File: src/rtl/sapc_pkg.sv
package sapc_pkg;

    // Field widths of the request and response items
    localparam int KEY_W  = 31;
    localparam int SLOT_W = 8;
    localparam int REQ_W  = 2;

    // Default geometry of the directory
    localparam int NUM_SETS_DEF = 16;
    localparam int WAYS_DEF     = 16;

    typedef logic [REQ_W-1:0]  req_type_t;
    typedef logic [KEY_W-1:0]  key_t;
    typedef logic [SLOT_W-1:0] slot_t;

    // Request codes
    localparam req_type_t REQ_GET   = 2'd0;
    localparam req_type_t REQ_PUT   = 2'd1;
    localparam req_type_t REQ_DEL   = 2'd2;
    localparam req_type_t REQ_FLUSH = 2'd3;

    typedef struct packed {
        req_type_t req_type;
        key_t      page_key;
    } req_t;

    typedef struct packed {
        logic  found;
        slot_t slot;
        logic  evicted;
        key_t  evicted_key;
    } rsp_t;

    // Sequencer controls for the way scanner
    typedef struct packed {
        logic clear;
        logic step;
    } scan_ctl_t;

    // Status of the set index unit
    typedef struct packed {
        logic busy;
        logic done;
    } div_sts_t;

endpackage

File: src/rtl/sapc_setidx.sv
module sapc_setidx #(
    parameter int NUM_SETS = sapc_pkg::NUM_SETS_DEF,
    localparam int SetW = (NUM_SETS > 1) ? $clog2(NUM_SETS) : 1
) (
    input  logic                aclk,
    input  logic                aresetn,
    input  logic                start,
    input  sapc_pkg::key_t      key,
    output sapc_pkg::div_sts_t  sts,
    output logic [SetW-1:0]     set_idx
);

    // Rounded-up reciprocal of the set count, exact for every key value
    localparam int RecipSh = sapc_pkg::KEY_W + $clog2(NUM_SETS);
    localparam int RecipW  = sapc_pkg::KEY_W + 1;
    localparam int ProdW   = sapc_pkg::KEY_W + RecipW;
    localparam longint unsigned RecipL =
        ((64'd1 << RecipSh) + 64'(NUM_SETS) - 64'd1) / 64'(NUM_SETS);
    localparam logic [RecipW-1:0] Recip   = RecipW'(RecipL);
    localparam logic [SetW:0]     Modulus = (SetW + 1)'(NUM_SETS);

    sapc_pkg::key_t   key_reg, key_next;
    logic [SetW:0]    quo_reg, quo_next;
    logic [SetW-1:0]  rem_reg, rem_next;
    logic             mul_reg, mul_next;
    logic             sub_reg, sub_next;
    logic             done_reg, done_next;
    logic [ProdW-1:0] prod;
    logic [SetW:0]    low_prod;
    logic [SetW:0]    diff;

    // Quotient by reciprocal multiply, then the low bits of key minus quotient times sets
    always_comb begin
        prod      = ProdW'(key_reg) * ProdW'(Recip);
        low_prod  = quo_reg * Modulus;
        diff      = key_reg[SetW:0] - low_prod;
        key_next  = key_reg;
        quo_next  = quo_reg;
        rem_next  = rem_reg;
        mul_next  = 1'b0;
        sub_next  = 1'b0;
        done_next = 1'b0;
        if (start) begin
            key_next = key;
            mul_next = 1'b1;
        end
        if (mul_reg) begin
            quo_next = prod[RecipSh +: SetW + 1];
            sub_next = 1'b1;
        end
        if (sub_reg) begin
            rem_next  = diff[SetW-1:0];
            done_next = 1'b1;
        end
    end

    always_ff @(posedge aclk) begin
        if (!aresetn) begin
            mul_reg  <= 1'b0;
            sub_reg  <= 1'b0;
            done_reg <= 1'b0;
        end else begin
            mul_reg  <= mul_next;
            sub_reg  <= sub_next;
            done_reg <= done_next;
        end
    end

    always_ff @(posedge aclk) begin
        key_reg <= key_next;
        quo_reg <= quo_next;
        rem_reg <= rem_next;
    end

    assign sts.busy = mul_reg || sub_reg;
    assign sts.done = done_reg;
    assign set_idx  = rem_reg;

endmodule

File: config.mk
export PLATFORM = sky130hd
export DESIGN_NAME = sapc_setidx
export DESIGN_NICKNAME = d
export VERILOG_FILES = /design/src/rtl/sapc_pkg.sv /design/src/rtl/sapc_setidx.sv
export SDC_FILE = /design/constraint.sdc
export NUM_CORES = 1
export LEC_CHECK = 0
export BUFFER_PORTS_ARGS = -buffer_cell sky130_fd_sc_hd__buf_2
export CAP_MARGIN = 25
export CELL_PAD_IN_SITES_DETAIL_PLACEMENT = 1
export CELL_PAD_IN_SITES_GLOBAL_PLACEMENT = 2
export CORE_MARGIN = 10
export CORE_UTILIZATION = 16
export CTS_CLUSTER_DIAMETER = 30
export DETAILED_ROUTE_END_ITERATION = 10
export MAX_ROUTING_LAYER = met4
export PLACE_DENSITY_LB_ADDON = 0.08
export SLEW_MARGIN = 20
export SYNTH_ARGS = -nofsm -noshare
export SYNTH_HDL_FRONTEND = slang
export SYNTH_SLANG_ARGS = --single-unit
File: constraint.sdc
create_clock -name aclk -period 0.9 [get_ports aclk]
set_input_delay 0.135 -clock aclk [delete_from_list [all_inputs] [get_ports aclk]]
set_output_delay 0.135 -clock aclk [all_outputs]
set_load 0.1 [all_outputs]
Word-level counts from Yosys, hierarchy flattened:

Index checks and enable logic that the tools add are counted.

* flip-flop bits (word level): 11
* latch bits: 0
* memory bits (writable): 0
* ROM bits: 0
* input port bits: 34
* output and inout port bits: 6
* word-level logic and storage cells: 10
* memories kept: 0

* add/sub/neg operators: 1
* multipliers: 0
* divide/modulo/power cells: 0
* order comparisons: 0
* equal/unequal tests: 0
* shift-type cells: 0
* multiplexer cells: 3
* bitwise operators: 0
* reductions and logical operators: 1

Operators with widths (count)
* subtractor 4 x 1 -> 4 bit, second input constant: 1
* two-way mux 1 bit: 3
* logical OR 1 bit: 1

Longest topological paths before layout:

* depth after elaboration: 1
* gate-level depth with buffers: 1

Worst setup path before layout:

No wires, ideal clock.

* kind: register to output
* start point: register sub_reg
* end point: output port sts[1] (netlist bit)
* arrival time: 1112 ps
* required time: 765 ps
* slack: -347 ps
* cell stages (with the launch flop): 2
* path through: dfxtp_1 or2_1

RTL lines
* from (decl): line sapc_setidx.sv:26 `logic sub_reg, sub_next;`
* from (signal assigned): line sapc_setidx.sv:64 `sub_reg <= sub_next;`
* to (decl): line sapc_setidx.sv:9 `output sapc_pkg::div_sts_t sts,`

==> summary.txt <==
Synth
  – Compound-gate portion of the synthesized area: 0%
  – Proportion of synthesized area in mux cells: 0%
  – XOR/XNOR Fraction of Synth Area: 0%
  – Post-synthesis simple-gate area fraction: 7.865%
  – Sequential area share after synthesis: 89.89%
  – YS warnings: 0
  – Synth cell types: 6
  – Seq cells post-synth: 11
  – Mapped Cells: 16
  – Post-synthesis adder-cell area fraction: 0%
  – Post-synth net total: 50
  – Largest family of logic cells by synthesized area: simple AND/OR/NAND/NOR gates
  – Synthesized area per cell: 20.88 sq um
  – Netlist Area Pre-Place: 334.1 sq um

Finish
  – Commonest non-fill, non-tap cell in the layout: edfxtp_1
  – Synthesis-to-finish area growth: 64.79%
  – Most frequent cells in the layout: edfxtp_1, buf_2, buf_12, clkbuf_4, dfxtp_2
  – Layout Nets: 67
  – Total inserted antenna cells: 0
  – Layout cells sized above 1: 65.63%
  – Fillers: 214

Worst setup path
  – Req. time, crit path: 760 ps
  – Worst Reg-to-Reg Cells: 1
  – Reg2Reg Capture Point: set_idx[3]$_DFFE_PP_
  – Reg-to-reg critical path startpoint: sub_reg$_SDFF_PN0_
  – CP delay by family, top: flip-flops
  – Worst Path Arrival: 990 ps
  – Crit-path max FO: 2
  – Crit. End Element: output pin
  – Slowest-stage cell, CP: dfxtp_2
  – Worst path depth: 2
  – Critical Path Start Type: register
  – Critical Path Max Stage Delay: 320 ps
  – Worst path cell trace: or2_4 > buf_12
  – WS Path Type: register to output pin
  – R2R Setup Slk: 160 ps
  – Critical Path Source: sub_reg$_SDFF_PN0_
  – CP bufs+invs: 1
  – CP Capture Point: sts[1]

Floorplanning
  – Die X: 65.70 um
  – Core Rows: 16
  – Die ar.: 0.004316 sq mm
  – Core Box Area: 0.001982 sq mm
  – Initial core utilization: 16.86%
  – IO Count: 40
  – Die Ht: 65.70 um

Route
  – Post-DRT Antenna Nets: 0
  – Remaining DRCs: 0
  – Drt pass-1 iters: 1
  – Post-Route WL: 604 um
  – DR WL/cell: 10.24 um
  – DR vias: 182
  – Vias/cell: 3.085
  – 1st-iter DRT viols: 0

Timing
  – Final Setup Violations: 6
  – Rel. slew slack: 92.58%
  – Max Freq: 886.3 MHz
  – Fin crit share: 125.4%
  – Tightest Pin Transition: 111.5 ps
  – Hold slack: 52.25 ps
  – Period minus WS final: 1128 ps
  – Fin. Hold Viols: 0
  – RSZ-0062 raised after global routing: true
  – Slew Limit Fails: 0
  – Final WS setup: -228.3 ps
  – Skew final: 3.587 ps

Placed design
  – RD Place Congestion: 0.5827
  – DP Worst Slack: -13.55 ps
  – Buffers on Ports: 12

Clock network
  – CTS buffer count: 3
  – # H-tree levels: 1
  – Worst-skew pair later-pin latency: 260 ps
  – Deepest clock path buffer count: 2
  – Clock Sink Count: 11
  – Root Buffer: clkbuf_4
  – Worst-path clk slew: 70 ps
  – Setup bufs post-CTS: 0
  – CTS tree: built

Job
  – Max cap viols: 0

Worst hold path
  – Worst Hold Launch: key[3]
  – Worst Hold Class: input port to register

GRT
  – Largest net degree at the start of global routing: 7
  – Vias in the first global route: 220
  – Overall global routing resource usage: 3.044%
  – Global-route wire length before repair: 917 um
  – Initial antenna violation count: 0
  – Remaining Overflow, GRT: 0

Power
  – Lkg Pwr: 0.2141 nW
  – VDD IR-drop max: 712.7 uV
  – Pwr dens: 1912 mW/mm^2

Status
  – Failing checks: negative setup slack
  – Status: finished with violations
-- kinds of logic (layout without fill, tap and decap cells) --
logic type / Yosys count / after routing
flip-flops: 11 / 11
AND/OR/NAND/NOR: 4 / 4
buffers and inverters: 1 / 17
-- where the power goes --
part           switching (mW)  internal (mW)
sequential             0.0106          0.574
combinational          0.0908         0.0551
clock                   0.151          0.171
-- Yosys cell counts --
cell      count  area, sq um
edfxtp_1      8        240.2
dfxtp_1       3        60.06
and2_1        2        12.51
and2_2        1        7.510
buf_4         1        7.510
or2_1         1        6.260
-- layer usage --
metal	vias to the layer above	GRT usage, %	part of all wire (%)
li1	87	-	-
met1	82	3.291	42
met2	11	3.502	44
met3	2	1.864	13
met4	0	3.209	0.99
met5	-	-	0
-- how the worst min path moves through the flow --
stage | endpoint | cells past startpoint
final | key_reg[3]$_DFFE_PP_ | 1
after global routing | key_reg[0]$_DFFE_PP_ | 1
after CTS | key_reg[0]$_DFFE_PP_ | 1
after detailed placement | key_reg[0]$_DFFE_PP_ | 1
after global placement | key_reg[1]$_DFFE_PP_ | 1
after floorplan | key_reg[0]$_DFFE_PP_ | 0
-- through the flow --
stage	area, sq um	total power [mW]	utilization [%]	TNS [ps]	cells
floorplan	334.1	0.6722	-	-650.3	16
global placement	518.0	0.7366	26.14	-9.299	55
detailed placement	518.0	0.7415	26.14	-13.55	55
CTS	549.3	1.079	27.71	-703.6	59
global route	550.5	1.101	27.78	-809.9	59
finish	550.5	1.053	27.78	-609.7	59
-- final cells by class --
| class | count | area, sq um | share of cell area [%] |
|---|---|---|---|
| flip-flops and latches | 11 | 304.0 | 55.23 |
| clock buffers | 4 | 26.28 | 4.773 |
| well taps | 27 | 33.78 | 6.136 |
| repair buffers | 13 | 157.7 | 28.64 |
| multi-input cells | 4 | 28.78 | 5.227 |
-- repair_timing --
action,in CTS,in global routing
resized for setup,3,1
setup endpoints to repair,6,6
pin swaps,1,1
gates cloned,0,0
hold buffers,0,0
Note: power is estimated with default switching activity, not from simulation.
