### config.mk
export PLATFORM = sky130hd
export DESIGN_NAME = sapc_scan
export DESIGN_NICKNAME = d
export VERILOG_FILES = /design/src/rtl/sapc_pkg.sv /design/src/rtl/sapc_scan.sv
export SDC_FILE = /design/constraint.sdc
export NUM_CORES = 1
export LEC_CHECK = 0
export BUFFER_PORTS_ARGS = -buffer_cell sky130_fd_sc_hd__buf_2
export CAP_MARGIN = 40
export CORE_AREA = 8 8 76 78
export DETAILED_ROUTE_END_ITERATION = 8
export DIE_AREA = 0 0 84 86
export MAX_ROUTING_LAYER = met4
export PLACE_DENSITY = 0.82
export SKIP_LAST_GASP = 1
export SLEW_MARGIN = 20
export SYNTH_ARGS = -nofsm -noshare
export SYNTH_HDL_FRONTEND = slang
export SYNTH_SLANG_ARGS = --single-unit
### constraint.sdc
create_clock -name aclk -period 4 [get_ports aclk]
set_input_delay 0.2 -clock aclk [delete_from_list [all_inputs] [get_ports aclk]]
set_output_delay 0.2 -clock aclk [all_outputs]
set_load 0.1 [all_outputs]
### src/rtl/sapc_pkg.sv
package sapc_pkg;

    // Field widths of the request and response items
    localparam int KEY_W  = 31;
    localparam int SLOT_W = 8;
    localparam int REQ_W  = 2;

    // Default geometry of the directory
    localparam int NUM_SETS_DEF = 16;
    localparam int WAYS_DEF     = 16;

    typedef logic [REQ_W-1:0]  req_type_t;
    typedef logic [KEY_W-1:0]  key_t;
    typedef logic [SLOT_W-1:0] slot_t;

    // Request codes
    localparam req_type_t REQ_GET   = 2'd0;
    localparam req_type_t REQ_PUT   = 2'd1;
    localparam req_type_t REQ_DEL   = 2'd2;
    localparam req_type_t REQ_FLUSH = 2'd3;

    typedef struct packed {
        req_type_t req_type;
        key_t      page_key;
    } req_t;

    typedef struct packed {
        logic  found;
        slot_t slot;
        logic  evicted;
        key_t  evicted_key;
    } rsp_t;

    // Sequencer controls for the way scanner
    typedef struct packed {
        logic clear;
        logic step;
    } scan_ctl_t;

    // Status of the set index unit
    typedef struct packed {
        logic busy;
        logic done;
    } div_sts_t;

endpackage

### src/rtl/sapc_scan.sv
module sapc_scan #(
    parameter int WAYS = sapc_pkg::WAYS_DEF,
    localparam int WayW = (WAYS > 1) ? $clog2(WAYS) : 1
) (
    input  logic                 aclk,
    input  logic                 aresetn,
    input  sapc_pkg::scan_ctl_t  ctl,
    input  logic [WayW-1:0]      way,
    input  logic                 ent_valid,
    input  logic [WayW-1:0]      ent_age,
    input  sapc_pkg::key_t       ent_key,
    input  sapc_pkg::key_t       req_key,
    output logic                 hit,
    output logic [WayW-1:0]      hit_way,
    output logic                 free,
    output logic [WayW-1:0]      free_way,
    output logic [WayW-1:0]      best_age,
    output logic [WayW-1:0]      evict_way,
    output sapc_pkg::key_t       evict_key
);

    logic             hit_reg, hit_next;
    logic             free_reg, free_next;
    logic [WayW-1:0]  hit_way_reg, hit_way_next;
    logic [WayW-1:0]  free_way_reg, free_way_next;
    logic [WayW-1:0]  best_reg, best_next;
    logic [WayW-1:0]  evict_way_reg, evict_way_next;
    sapc_pkg::key_t   evict_key_reg, evict_key_next;

    // Track first hit, first free way and the oldest way, one way a cycle
    always_comb begin
        hit_next       = hit_reg;
        free_next      = free_reg;
        hit_way_next   = hit_way_reg;
        free_way_next  = free_way_reg;
        best_next      = best_reg;
        evict_way_next = evict_way_reg;
        evict_key_next = evict_key_reg;
        if (ctl.clear) begin
            hit_next  = 1'b0;
            free_next = 1'b0;
            best_next = '0;
        end else if (ctl.step) begin
            if (!hit_reg && ent_valid && ent_key == req_key) begin
                hit_next     = 1'b1;
                hit_way_next = way;
            end
            if (!free_reg && !ent_valid) begin
                free_next     = 1'b1;
                free_way_next = way;
            end
            // way zero is the fallback victim when no age beats zero
            if (way == '0 || ent_age > best_reg) begin
                best_next      = ent_age;
                evict_way_next = way;
                evict_key_next = ent_key;
            end
        end
    end

    always_ff @(posedge aclk) begin
        if (!aresetn) begin
            hit_reg  <= 1'b0;
            free_reg <= 1'b0;
        end else begin
            hit_reg  <= hit_next;
            free_reg <= free_next;
        end
    end

    always_ff @(posedge aclk) begin
        hit_way_reg   <= hit_way_next;
        free_way_reg  <= free_way_next;
        best_reg      <= best_next;
        evict_way_reg <= evict_way_next;
        evict_key_reg <= evict_key_next;
    end

    assign hit       = hit_reg;
    assign hit_way   = hit_way_reg;
    assign free      = free_reg;
    assign free_way  = free_way_reg;
    assign best_age  = best_reg;
    assign evict_way = evict_way_reg;
    assign evict_key = evict_key_reg;

endmodule

# After elaboration in Yosys (flattened, before gate mapping)
# Index checks and enable logic that the tools add are counted.
word_totals:
  ff_bits: 49
  latchBits: 0
  ram_bits: 0
  romBits: 0
  in_bits: 75
  out_inout_bits: 49
  mem_count: 0
classes:
  n_addsub: 0
  multipliers: 0
  n_div: 0
  order_cmp: 1
  n_eq_ne: 1
  n_shift: 0
  muxes: 0
  bitwise: 2
  reduce_logical: 15
ops:
  columns: ["operator", "count"]
  rows:
  - ["equality test 31 bit", 1]
  - ["AND reduction 3 bit", 3]
  - ["AND reduction 2 bit", 3]
  - ["greater-than comparator 4 bit", 1]
  - ["logical NOT 4 bit", 1]
  - ["logical AND 1 bit", 3]
  - ["logical NOT 1 bit", 3]
  - ["NOT 1 bit", 2]
  - ["OR reduction 2 bit", 1]
  - ["logical OR 1 bit", 1]

# Longest topological paths before layout
# Gate-level depths: netlist of the first run.
depth:
  ltp_word: 4
  mapped_depth: 7
  ltp_nobuf: 7

# Worst setup path after synthesis of the first run
# Ideal clock, no wire load.
synth_path:
  path_type: "reg-to-reg"
  from: "register best_reg[1] (netlist: best_age[1])"
  to: "register evict_key_reg[0] (netlist: evict_key[0]) (enable)"
  setup_time_ns: 0.395
  t_arrival_ns: 2.854
  path_slack_ns: 0.751
  stages_incl_launch_ff: 8
  path_buffers: 0
  path_cell_list: "dfxtp_1 > inv_1 > ha_1 > nor2b_1 > o21ai_2 > a21oi_2 > o21a_2 > and2_1"
synth_via:
  elab_chain_len: 3
synth_lines:
  columns: ["element", "line", "source"]
  rows:
  - ["start, declared", "sapc_scan.sv:26", "logic [WayW-1:0] best_reg, best_next;"]
  - ["start signal, assigned", "sapc_scan.sv:74", "best_reg <= best_next;"]
  - ["greater-than comparator 4 bit", "sapc_scan.sv:53", "if (way == '0 || ent_age > best_reg) begin"]
  - ["logical OR 1 bit", "sapc_scan.sv:53", null]
  - ["AND reduction 3 bit (no source line)", null, null]
  - ["end signal, assigned", "sapc_scan.sv:76", "evict_key_reg <= evict_key_next;"]
  - ["end, declared", "sapc_scan.sv:28", "sapc_pkg::key_t evict_key_reg, evict_key_next;"]
# Every way passes these cells.
# A chain may end at the register's enable or synchronous reset.

# Final worst setup path of the first run
layout_path:
  from: "register best_reg[1] (netlist: best_age[1])"
  to: "register evict_key_reg[13] (netlist: evict_key[13]) (enable)"
# The elaborated chain is that of the path after synthesis.

==> results, run 1 <==
- The number of standard-cell rows in the floorplan is 25.
- The total power divided by cell area is about 440 nW/um^2.
- The peak supply drop is between 0.2 and 0.25 mV.
- Between clock sinks in the finished design, the worst skew comes to roughly 0.0036 ns.
- The slew of the pin with the lowest slew margin is about 0.5 ns.
- Summing all placed instances gives a cell area of approximately 2700 sq um.
- STA puts the critical path data arrival time at 2.21 ns.
- The most common library cell in the layout ignoring fill and taps is buf_2.
- The total setup buffers inserted after CTS is 0.
- The die width is between 80 and 90 um.
- The post-cts hold buffer count is 0.
- The part of the cycle the worst path needs is a little under three fifths.
- The shortest clock period the worst path allows after layout is around 2.2 ns.
- The utilization of the core after routing is 61.52%.
- The synthesized-area fraction occupied by ao, oa, aoi and oai cells is under 10%.
- The number of buffers on the longest clock path is 2.
- The net count of the finished layout is about 340.
- The H-tree was split into 2 levels.
- The class of the most critical hold timing path is primary input to register.
- The worst register-to-register path ends at evict_key[13]$_DFFE_PP_.
- The post-synth net total is just over 200.
- The region available for standard cell placement spans about 4600 sq um.
- In the global route stage, overall resource usage came out at between 10 and 15%.
- The number of hold violations in the final report was 0.
- After synthesis, the cell types taking the most area are edfxtp_1 (64%), xnor2_1 (10%), dfxtp_1 (6.0%).
- Once the floorplan was initialized, standard cells occupied a little over two fifths of the core.
- The highest attainable clock frequency is 0.4530 GHz.
- After detailed routing, the number of remaining DRC violations is 0.
- about 120 I/O pins were placed.
- The number of cell instances on the worst register-to-register path is 8.
- Setup repair after global routing left no endpoint under its margin.
- TritonCTS built the clock tree.
- The first-pass iteration count of the detailed router is 4.
- The worst setup path endpoint is evict_key[13]$_DFFE_PP_.
- The worst setup path is captured at a register.
- The library cells used most frequently in the layout, excluding fill and tap cells, are buf_2 (123), edfxtp_1 (43), xnor2_1 (23), xor2_1 (8).
- Of all nets on the critical path, the largest fanout is 23.
- The multiplexer fraction of the synthesized cell area is less than 1%.
- Clock tree synthesis inserted a total of 5 buffers.
- In this run the cell area of the synthesized design comes to between 2000 and 2500 sq um.
- After clock tree synthesis, the clock-pin slew on the worst setup and hold paths is roughly 0.080 ns.
- The register with the most flip-flops in the layout has 31 of them.
- The total clock sinks is about 50.
- The startpoint type of the worst setup path is a register.
- After detailed routing, the average wire length per cell comes to approximately 17 um.
- The max-slew violation count is 0.
- The async set or reset register ratio after synthesis is 0%.
- The wire length reported by the detailed router is approximately 5.2 mm.
- The share of the yosys chip area belonging to registers is between 70% and 80%.
- The per-instance average area after synthesis is ~16 sq um.
- In the final layout, the share of cells above drive strength 1 is a little over half.
- The routed layout has between 1,500 and 2,000 vias.
- Counting flops with a built-in enable in the synthesized netlist gives 43.
- The area growth from synthesis to layout is 41.05%.
- Summed over all cells, the static leakage comes to 0.001188 uW.
- The number of non-filler instances in the completed layout is roughly 310.
- After detailed routing, the number of vias per cell comes to a little under 5.
- The aggregate negative setup slack is 0 ns.
- 0 antenna diodes ended up in the layout.
- The clock latency of the later-clocked register in the worst-skew pair is roughly 0.29 ns.
- The number of global-route vias before repair is 1,669.
- The number of antenna violations at the first check in global routing is 0.
- The first global-routing pass estimated 7.748 mm of wire.
- The area share of xor/xnor cells in the synthesized design is ~14%.
- For this run, global-route usage on met3 was measured as approximately 6.6%.
- The met1 usage in global routing is between 15 and 20%.
- Measured along the y axis, the die boundary spans around 86 um.
- The placed instance count is 304.
- The start point of the critical path is best_age[1]$_SDFFE_PP0P_.
- Entering global routing, the biggest net connects 36 pins.
- The top cell type by area accounts for between 60% and 70% of the synthesized area.
- The flow ran to the end, and the final reports show no timing, DRC or antenna violations.
- After Yosys synthesis, full adders, half adders and majority gates account for around 2.5% of the synthesized area.
- The final cell area excluding filler cells is roughly 2800 sq um.
- By area, the combinational part of the netlist is dominated by XOR/XNOR gates.
- The root buffer cell chosen for the clock tree is clkbuf_8.
- The HPWL after detailed placement is 4.386 mm.
- For the worst setup path, the data required time is approximately 4 ns.
- Along the worst hold path, the cell count comes to 1.
- The count of port buffers added during placement is around 120.
- Routability-driven placement finished with a final weighted congestion of ~0.81.
- The quantity of gates resized following cts is 0.
- The die covers between 7000 and 8000 sq um.
- The cell type contributing the most total cell area after synthesis is edfxtp_1.
- The number of warnings issued by yosys is 0.
- The startpoint of the worst-slack reg-to-reg timing path is best_age[1]$_SDFFE_PP0P_.
- In this run the remaining antenna-violating nets after routing total 0.
- The critical path in this run is classified as register to register.
- In this run the tightest slew margin relative to its limit is between 60 and 70%.
- The number of distinct standard cells referenced by the synthesized netlist is 23.
- The iteration-0 DRC count of the detailed router is 38.
- The layer with the highest usage after global routing is met2.
- The most used flip-flop cell after synthesis is edfxtp_1.
- The number of max-cap violations is 0.
- The fraction of the mapped netlist area in simple logic gates is around 7.3%.
- The met2 routing resource usage after global routing is ~22%.
- The aggregate global routing overflow is 0.
- The synthesized netlist cell count is 127.
- Setup violations remaining at the end of the flow were counted as 0.
- The slack of the worst reg-to-reg path is roughly 1.8 ns.
- Synthesis inferred between 40 and 50 register bits.
worst max-delay path, cell delays in order, from the launching register on:
cell     delay [ns]
dfxtp_1        0.33
inv_1          0.06
ha_1           0.28
nor2b_1        0.16
o21ai_2        0.07
a21oi_2        0.20
o21a_2         0.22
and2_2         0.38
buf_16         0.22
logic make-up (layout without fill, tap and decap cells):
group / Yosys count / in the layout
multiplexers: 1 / 1
buffers and inverters: 7 / 140
AO/OA/AOI/OAI: 12 / 12
XOR/XNOR: 31 / 31
adder cells (fa/ha/maj): 4 / 4
flip-flops: 49 / 49
AND/OR/NAND/NOR: 23 / 23
per-layer routing:
metal  vias to the layer above  part of all wire (%)  wire length, um
met5                         -                     0                0
met4                         0                  0.59               31
met3                         2                   9.3              488
met2                        95                    48             2535
met1                       692                    42             2188
li1                        741                     -                -
power by group:
| part | internal (uW) | switching (uW) |
|---|---|---|
| Combinational | 78.4 | 241 |
| Sequential | 584 | 6.27 |
| Clock | 185 | 149 |
cell usage after synthesis (2+ instances only):
cell type and n:
a21oi_1 2, xor2_1 8, xnor2_1 23, nor2_1 3, inv_1 7, ha_1 4, nor4_2 3, nor4_1 2
dfxtp_1 6, o31ai_1 3, edfxtp_1 43, o2111ai_1 3, nand4_1 7, nand2_1 4
metrics by stage:
stage | hold WS, ns | setup WS [ns] | power [uW]
2_1_floorplan | 0.2989 | 0.7507 | 832.5
3_3_place_gp | 0.4026 | 1.675 | 912.0
3_5_place_dp | 0.4050 | 1.601 | 918.4
4_1_cts | 0.09428 | 1.594 | 1251
5_1_grt | 0.08494 | 1.678 | 1295
6_report | 0.1057 | 1.793 | 1244
worst min path at each step:
stage | end | slack, ns | from
after floorplan | evict_key[0]$_DFFE_PP_ | 0.30 | ent_key[0]
after global placement | evict_key[5]$_DFFE_PP_ | 0.40 | ent_key[5]
after detailed placement | evict_key[5]$_DFFE_PP_ | 0.40 | ent_key[5]
after CTS | evict_key[5]$_DFFE_PP_ | 0.09 | ent_key[5]
after global routing | evict_key[5]$_DFFE_PP_ | 0.08 | ent_key[5]
final | evict_key[9]$_DFFE_PP_ | 0.11 | ent_key[9]
cell type report:
class / count / area, sq um
Timing Repair Buffer: 125 / 648.1
Tap cell: 54 / 67.56
Sequential cell: 49 / 1411
Inverter: 7 / 26.28
Fill cell: 371 / 1769
Clock buffer: 6 / 72.57
Clock inverter: 2 / 33.78
Multi-Input combinational cell: 71 / 569.3
No activity file was read; power rests on OpenSTA's default activity.
==> inputs of run 2 (changes only) <==
- CORE_AREA: 8 8 76 78 -> 8 8 79 81
- DIE_AREA: 0 0 84 86 -> 0 0 87 89
- PLACE_DENSITY: 0.82 -> 0.76
- clock period: 4 -> 2.3 ns (I/O delays scaled with it)
==> results, run 2 (synthesis results as in run 1) <==
- The clock-pin slew reported for the worst setup and hold paths after clock tree synthesis is 0.08 ns (about the same).
- The total area of sequential cells is 1419 sq um (+0.53%).
- The clock skew was 0.005192 ns (+0.001600 ns).
- The total I/O pin count was 124 (unchanged).
- The number of buffers on the longest clock path is 2 (unchanged).
- The maximum number of pins on one net before global-route repair is 36 (unchanged).
- The count of nets after finishing was 337 (-0.30%).
- The total cell area at the placement stage was 2726 sq um (+1.3%).
- The quantity of gates resized following cts is 0 (unchanged).
- The peak supply drop was 0.3460 mV (+40%).
- The final cell area excluding filler cells is 2803 sq um (-0.93%).
- The number of hold violations in the final report is 0 (unchanged).
- The growth of design area from synthesis to finish is 39.74%.
- The half-perimeter wire length after placement came to 4.622 mm (+5.4%).
- The total power divided by cell area was 725.0 nW/um^2 (+65%).
- The number of antenna violations at the first check in global routing came to 0 (unchanged).
- The clock group share of total power is 22.3% (-4.5 points).
- The aggregate negative setup slack was 0 ns (unchanged).
- The detail-routed net length per standard cell is 16.80 um (+0.62%).
- The worst slew slack as a fraction of its limit came to 66.53% (+0.18 points).
- The global-route wire length before repair was 8.142 mm (+5.1%).
- The iteration-0 DRC count of the detailed router is 77 (+100%).
- The total clock sinks was 49 (unchanged).
- The count of port buffers added during placement is 123 (unchanged).
- The worst slack on hold paths is 0.02612 ns (-0.07962 ns).
- The number of buffers created by CTS is 5 (unchanged).
- The detailed-route via count was 1,516 (-0.92%).
- The slew of the pin with the lowest slew margin was 0.5055 ns (-0.002647 ns).
- The highest attainable clock frequency is 0.4652 GHz (+2.7%).
- The number of standard-cell rows in the floorplan is 26 (+4.0%).
- The total setup buffers inserted after CTS is 0 (unchanged).
- The post-cts hold buffer count was 0 (unchanged).
- The placeable core region came to 4977 sq um (+8.2%).
- The shortest clock period the worst path allows after layout is 2.150 ns (-0.05766 ns).
- The die width came to 87 um (+3.6%).
- The number of max-cap violations is 0 (unchanged).
- The count of final setup violators is 0 (unchanged).
- The maximum fanout count along the critical path is 35 (+52%).
- The leakage component of the power is 0.001166 uW (-1.9%).
- The setup slack at placement is 0.1437 ns (-1.457 ns).
- The net switching power figure came to 678.8 uW (+71%).
- The die extent in y was 89 um (+3.5%).
- The part of the cycle the worst path needs is 93.46% (+38 points).
- The level count of the clock H-tree is 2 (unchanged).
- The area enclosed by the die boundary came to 7743 sq um (+7.2%).
- The total track usage was 14.30% (+0.24 points).
- The switching fraction of total power is 33.41% (+1.5 points).
- The worst setup path is captured at a register.
- The max-slew violation count is 0 (unchanged).
- The sequential cell fraction of total power is 50.7% (+3.2 points).
- The area taken by multi-input logic gates was 570.5 sq um (+0.22%).
- Setup repair after global routing left no endpoint under its margin.
- The top cell types in the final layout, fill and taps aside, are buf_2 (123), edfxtp_1 (43), xnor2_1 (23), xor2_1 (8).
- The run finished with clean final reports.
- The number of remaining DRC errors is 0 (unchanged).
- The share of post-route cells with drive strength above 1 is 54.26% (+1.2 points).
- The worst setup path is of the register to register kind.
- The internal power contribution is 1353 uW (+60%).
- The number of flip-flops in the largest register is 31 (unchanged).
- The number of diodes is 0 (unchanged).
- The number of global-route vias before repair is 1,606 (-3.8%).
- The combinational power share is 27.0% (+1.3 points).
- The required arrival time at the worst endpoint came to 2.24 ns (-1.76 ns).
- The aggregate global routing overflow was 0 (unchanged).
- The class of the most critical hold timing path is primary input to register.
- The final setup slack of the worst path is 0.1503 ns (-1.642 ns).
- The count of nets left with antenna violations after detail routing was 0 (unchanged).
- Leaving out fill and tap cells, the most frequent cell in the layout is buf_2.
- The first-pass iteration count of the detailed router is 4 (unchanged).
- STA classifies the critical path startpoint as a register.
- The clock latency of the later-clocked register in the worst-skew pair came to 0.29 ns (about the same).
- The arrival time of the worst setup path is 2.09 ns (-0.12 ns).
- The routability-driven placement congestion ratio came to 0.8666 (+7.1%).
- The number of inserted filler cells in the final layout is 438 (+18%).
- The initial cell density of the core is 40.30% (-3.3 points).
- The average vias per placed instance came to 4.622 (-5.1%).
- The cell at the root of the clock tree is clkbuf_8.
- The TritonCTS clock tree is yes.
- The wire length reported by the detailed router is 5.512 mm (+5.1%).
## run 2: cell count changes in the layout (fill, tap and decap cells not counted)
| cell | delta |
|---|---|
| and2_4 | +1 |
| dfxtp_1 | -4 |
| bufinv_16 | -1 |
| dfxtp_2 | +3 |
| buf_16 | -1 |
| clkbuf_2 | -1 |
| dfxtp_4 | +1 |
| and2_2 | -1 |
| buf_4 | +1 |
## run 2: per-layer routing
metal / GRT usage (%) / routed length, um / vias to the layer above
met5: - / 0 / -
met4: 3.130 / 15 / 0
met3: 6.893 / 700 / 4
met2: 23.87 / 2585 / 96
met1: 15.09 / 2211 / 684
li1: - / - / 732
## run 2: worst max-delay path, stage by stage (launching register included)
cell and delay (ns):
dfxtp_4 0.35, inv_1 0.05, ha_1 0.28, nor2b_1 0.17, o21ai_2 0.07, a21oi_2 0.20, o21a_2 0.22, and2_4 0.45
## run 2: path summary, 6_finish.rpt
| kind | startpoint | to | slack [ns] | cells after the start |
|---|---|---|---|---|
| worst max-delay path | best_age[1]$_SDFFE_PP0P_ | evict_key[4]$_DFFE_PP_ | 0.15 | 7 |
| worst min-delay path | ent_key[24] | evict_key[24]$_DFFE_PP_ | 0.03 | 1 |
| worst min register to register | hit$_SDFFE_PP0P_ | hit$_SDFFE_PP0P_ | 0.48 | 2 |
| worst max register to register | best_age[1]$_SDFFE_PP0P_ | evict_key[4]$_DFFE_PP_ | 0.15 | 7 |
## run 2: power groups by stage
stage | registers, uW | clock network [uW] | logic, uW
finish | 1030 | 454 | 549
detailed placement | 1050 | 0 | 551
global route | 1030 | 500 | 575
CTS | 1030 | 469 | 553
global placement | 1050 | 0 | 545
floorplan | 1340 | 0 | 109
## run 2: through the flow
step / util, % / power (uW) / cells
detailed placement: 54.78 / 1601 / 321
global placement: 54.78 / 1592 / 321
CTS: 56.31 / 2051 / 328
global route: 56.31 / 2108 / 328
finish: 56.31 / 2032 / 328
floorplan: - / 1450 / 127
## run 2: layout make-up
cell class	count	area share [%]
clock buffer	6	2.589
clock inverter	1	0.1339
inverter	7	0.9375
multi-input combinational	71	20.36
sequential	49	50.62
tap	70	3.125
timing repair buffer	124	22.23
==> inputs of run 3 (changes only) <==
- CTS_BUF_LIST: unset -> sky130_fd_sc_hd__clkbuf_16
==> results, run 3 (synthesis results as in run 1) <==
- The placeable core region is 4977 sq um (unchanged).
- The number of diodes was 0 (unchanged).
- The required arrival time at the worst endpoint is 2.22 ns (-0.02 ns).
- The number of cells on the worst hold path is 1 (unchanged).
- The total track usage was 14.08% (-0.22 points).
- The share of post-route cells with drive strength above 1 is 54.26% (unchanged).
- The internal power contribution came to 1538 uW (+14%).
- The peak supply drop is 0.3349 mV (-3.2%).
- STA classifies the critical path endpoint as a register.
- The total I/O pin count is 124 (unchanged).
- The power after layout was 2233 uW (+9.9%).
- The number of standard-cell rows in the floorplan was 26 (unchanged).
- TritonCTS built the clock tree.
- The half-perimeter wire length after placement came to 4.622 mm (unchanged).
- The detail-routed net length per standard cell is 16.67 um (-0.80%).
- In this run the most critical hold path is launched from ent_key[1].
- The worst register-to-register path ends at evict_key[16]$_DFFE_PP_.
- In the layout the commonest cells are buf_2 (123), edfxtp_1 (43), xnor2_1 (23), inv_1 (8), xor2_1 (8).
- Setup repair after global routing left no endpoint under its margin.
- The worst slew slack as a fraction of its limit is 66.53% (about the same).
- The cell sitting at the root of the clock tree is a clkbuf_16.
- The count of port buffers added during placement is 123 (unchanged).
- The run finished with clean final reports.
- The part of the cycle the worst path needs is 93.45% (about the same).
- The number of global-route vias before repair is 1,606 (unchanged).
- The number of max-cap violations is 0 (unchanged).
- The number of cell instances on the worst register-to-register path is 7 (unchanged).
- The die extent in y is 89 um (unchanged).
- The number of flip-flops in the largest register was 31 (unchanged).
- The detailed-route via count was 1,521 (+0.33%).
- The number of buffers created by CTS was 5 (unchanged).
- The initial cell density of the core was 40.30% (unchanged).
- The slack of the worst reg-to-reg path is 0.15 ns (about the same).
- The arrival time of the worst setup path was 2.07 ns (-0.02 ns).
- The max-slew violation count is 0 (unchanged).
- The number of buffers on the longest clock path is 2 (unchanged).
- The combinational power share is 24.6% (-2.4 points).
- The wire length reported by the detailed router is 5.468 mm (-0.80%).
- The most common library cell in the layout ignoring fill and taps is buf_2.
- The post-cts hold buffer count is 0 (unchanged).
- The number of antenna violations at the first check in global routing is 0 (unchanged).
- The die width came to 87 um (unchanged).
- The shortest clock period the worst path allows after layout is 2.149 ns (-0.0002890 ns).
- The first-pass iteration count of the detailed router came to 4 (unchanged).
- The total clock sinks is 49 (unchanged).
- The count of final setup violators came to 0 (unchanged).
- The net switching power figure came to 695.6 uW (+2.5%).
- The worst setup path is of the register to register kind.
- The clock skew is 0.003522 ns (-0.001670 ns).
- The total cell area at the placement stage is 2726 sq um (unchanged).
- The clock group share of total power is 29.3% (+7.0 points).
- The min-delay analysis places its worst path in the category primary input to register.
- From synthesis to final layout, the design area changed by 42.55%.
- The final cell area excluding filler cells is 2859 sq um (+2.0%).
- The maximum number of pins on one net before global-route repair came to 36 (unchanged).
- The highest attainable clock frequency is 0.4653 GHz (about the same).
- The total power divided by cell area is 781.2 nW/um^2 (+7.8%).
- The maximum fanout count along the critical path is 35 (unchanged).
- The sequential cell fraction of total power came to 46.2% (-4.5 points).
- The clock-pin slew reported for the worst setup and hold paths after clock tree synthesis came to 0.06 ns (-0.02 ns).
- STA classifies the critical path startpoint as a register.
- The number of remaining DRC errors was 0 (unchanged).
- The global-route wire length before repair is 8.121 mm (-0.26%).
- The number of inserted filler cells in the final layout is 430 (-1.8%).
- The area enclosed by the die boundary is 7743 sq um (unchanged).
- The worst hold path endpoint is evict_key[1]$_DFFE_PP_.
- The startpoint of the worst-slack reg-to-reg timing path is best_age[1]$_SDFFE_PP0P_.
- The number of hold violations in the final report is 0 (unchanged).
- The switching fraction of total power is 31.15% (-2.3 points).
- The level count of the clock H-tree is 2 (unchanged).
- The total setup buffers inserted after CTS is 0 (unchanged).
- The count of nets after finishing is 337 (unchanged).
- The iteration-0 DRC count of the detailed router is 48 (-38%).
- The leakage component of the power was 0.001195 uW (+2.6%).
- The average vias per placed instance was 4.637 (+0.33%).
- The aggregate global routing overflow is 0 (unchanged).
- The routability-driven placement congestion ratio is 0.8666 (unchanged).
- The slew of the pin with the lowest slew margin is 0.5055 ns (-0.00001907 ns).
- The clock latency of the later-clocked register in the worst-skew pair was 0.27 ns (-0.02 ns).
- The quantity of gates resized following cts is 0 (unchanged).
- The count of nets left with antenna violations after detail routing is 0 (unchanged).
- The aggregate negative setup slack came to 0 ns (unchanged).
==> run 3: changes by cell type in the layout (fill, tap and decap cells not counted), sizes merged <==
| cell | delta |
|---|---|
| clkbuf | -1 |
| inv | +1 |
==> run 3: per-stage QoR <==
step           utilization [%]  hold WS (ns)  std cells  setup WS (ns)
2_1_floorplan                -        0.2066        127        0.02891
3_3_place_gp             54.78        0.3178        321         0.2309
3_5_place_dp             54.78        0.3201        321         0.1437
4_1_cts                  57.44       0.03423        328         0.1375
5_1_grt                  57.44       0.03583        328        0.01050
6_report                 57.44       0.03939        328         0.1506
==> run 3: power by group through the flow <==
stage               Sequential (uW)  Clock, uW  Combinational (uW)
floorplan                      1340          0                 109
global placement               1050          0                 545
detailed placement             1050          0                 551
CTS                            1030        671                 553
global route                   1030        702                 575
finish                         1030        654                 548
==> run 3: layout make-up <==
class | count | area, sq um | share of cell area, %
multi-input cells | 71 | 570.5 | 19.96
clock buffers | 5 | 125.1 | 4.376
flip-flops and latches | 49 | 1419 | 49.63
repair buffers | 124 | 623.1 | 21.79
inverters | 7 | 26.28 | 0.9190
well taps | 70 | 87.58 | 3.063
clock inverters | 2 | 7.507 | 0.2626
==> run 3: worst max-delay path by stage <==
stage | from | slack (ns) | to | cells past startpoint
after floorplan | best_age[3]$_SDFFE_PP0P_ | 0.03 | evict_key[0]$_DFFE_PP_ | 7
after global placement | best_age[1]$_SDFFE_PP0P_ | 0.23 | evict_key[13]$_DFFE_PP_ | 7
after detailed placement | best_age[1]$_SDFFE_PP0P_ | 0.14 | evict_key[28]$_DFFE_PP_ | 7
after CTS | best_age[1]$_SDFFE_PP0P_ | 0.14 | evict_key[28]$_DFFE_PP_ | 7
after global routing | best_age[1]$_SDFFE_PP0P_ | 0.01 | evict_key[16]$_DFFE_PP_ | 7
final | best_age[1]$_SDFFE_PP0P_ | 0.15 | evict_key[16]$_DFFE_PP_ | 7
==> run 3: critical path: stages, from the launching register on <==
cell and delay [ns]:
dfxtp_4 0.34, inv_1 0.05, ha_1 0.28, nor2b_1 0.17
o21ai_2 0.07, a21oi_2 0.19, o21a_2 0.22, and2_4 0.44
==> run 3: metal layers <==
metal | global-route usage, % | vias up | part of all wire, %
met4 | 3.599 | 0 | 0.53
met1 | 15.03 | 687 | 40
met5 | - | - | 0
met3 | 5.790 | 6 | 12
met2 | 23.80 | 94 | 47
li1 | - | 734 | -
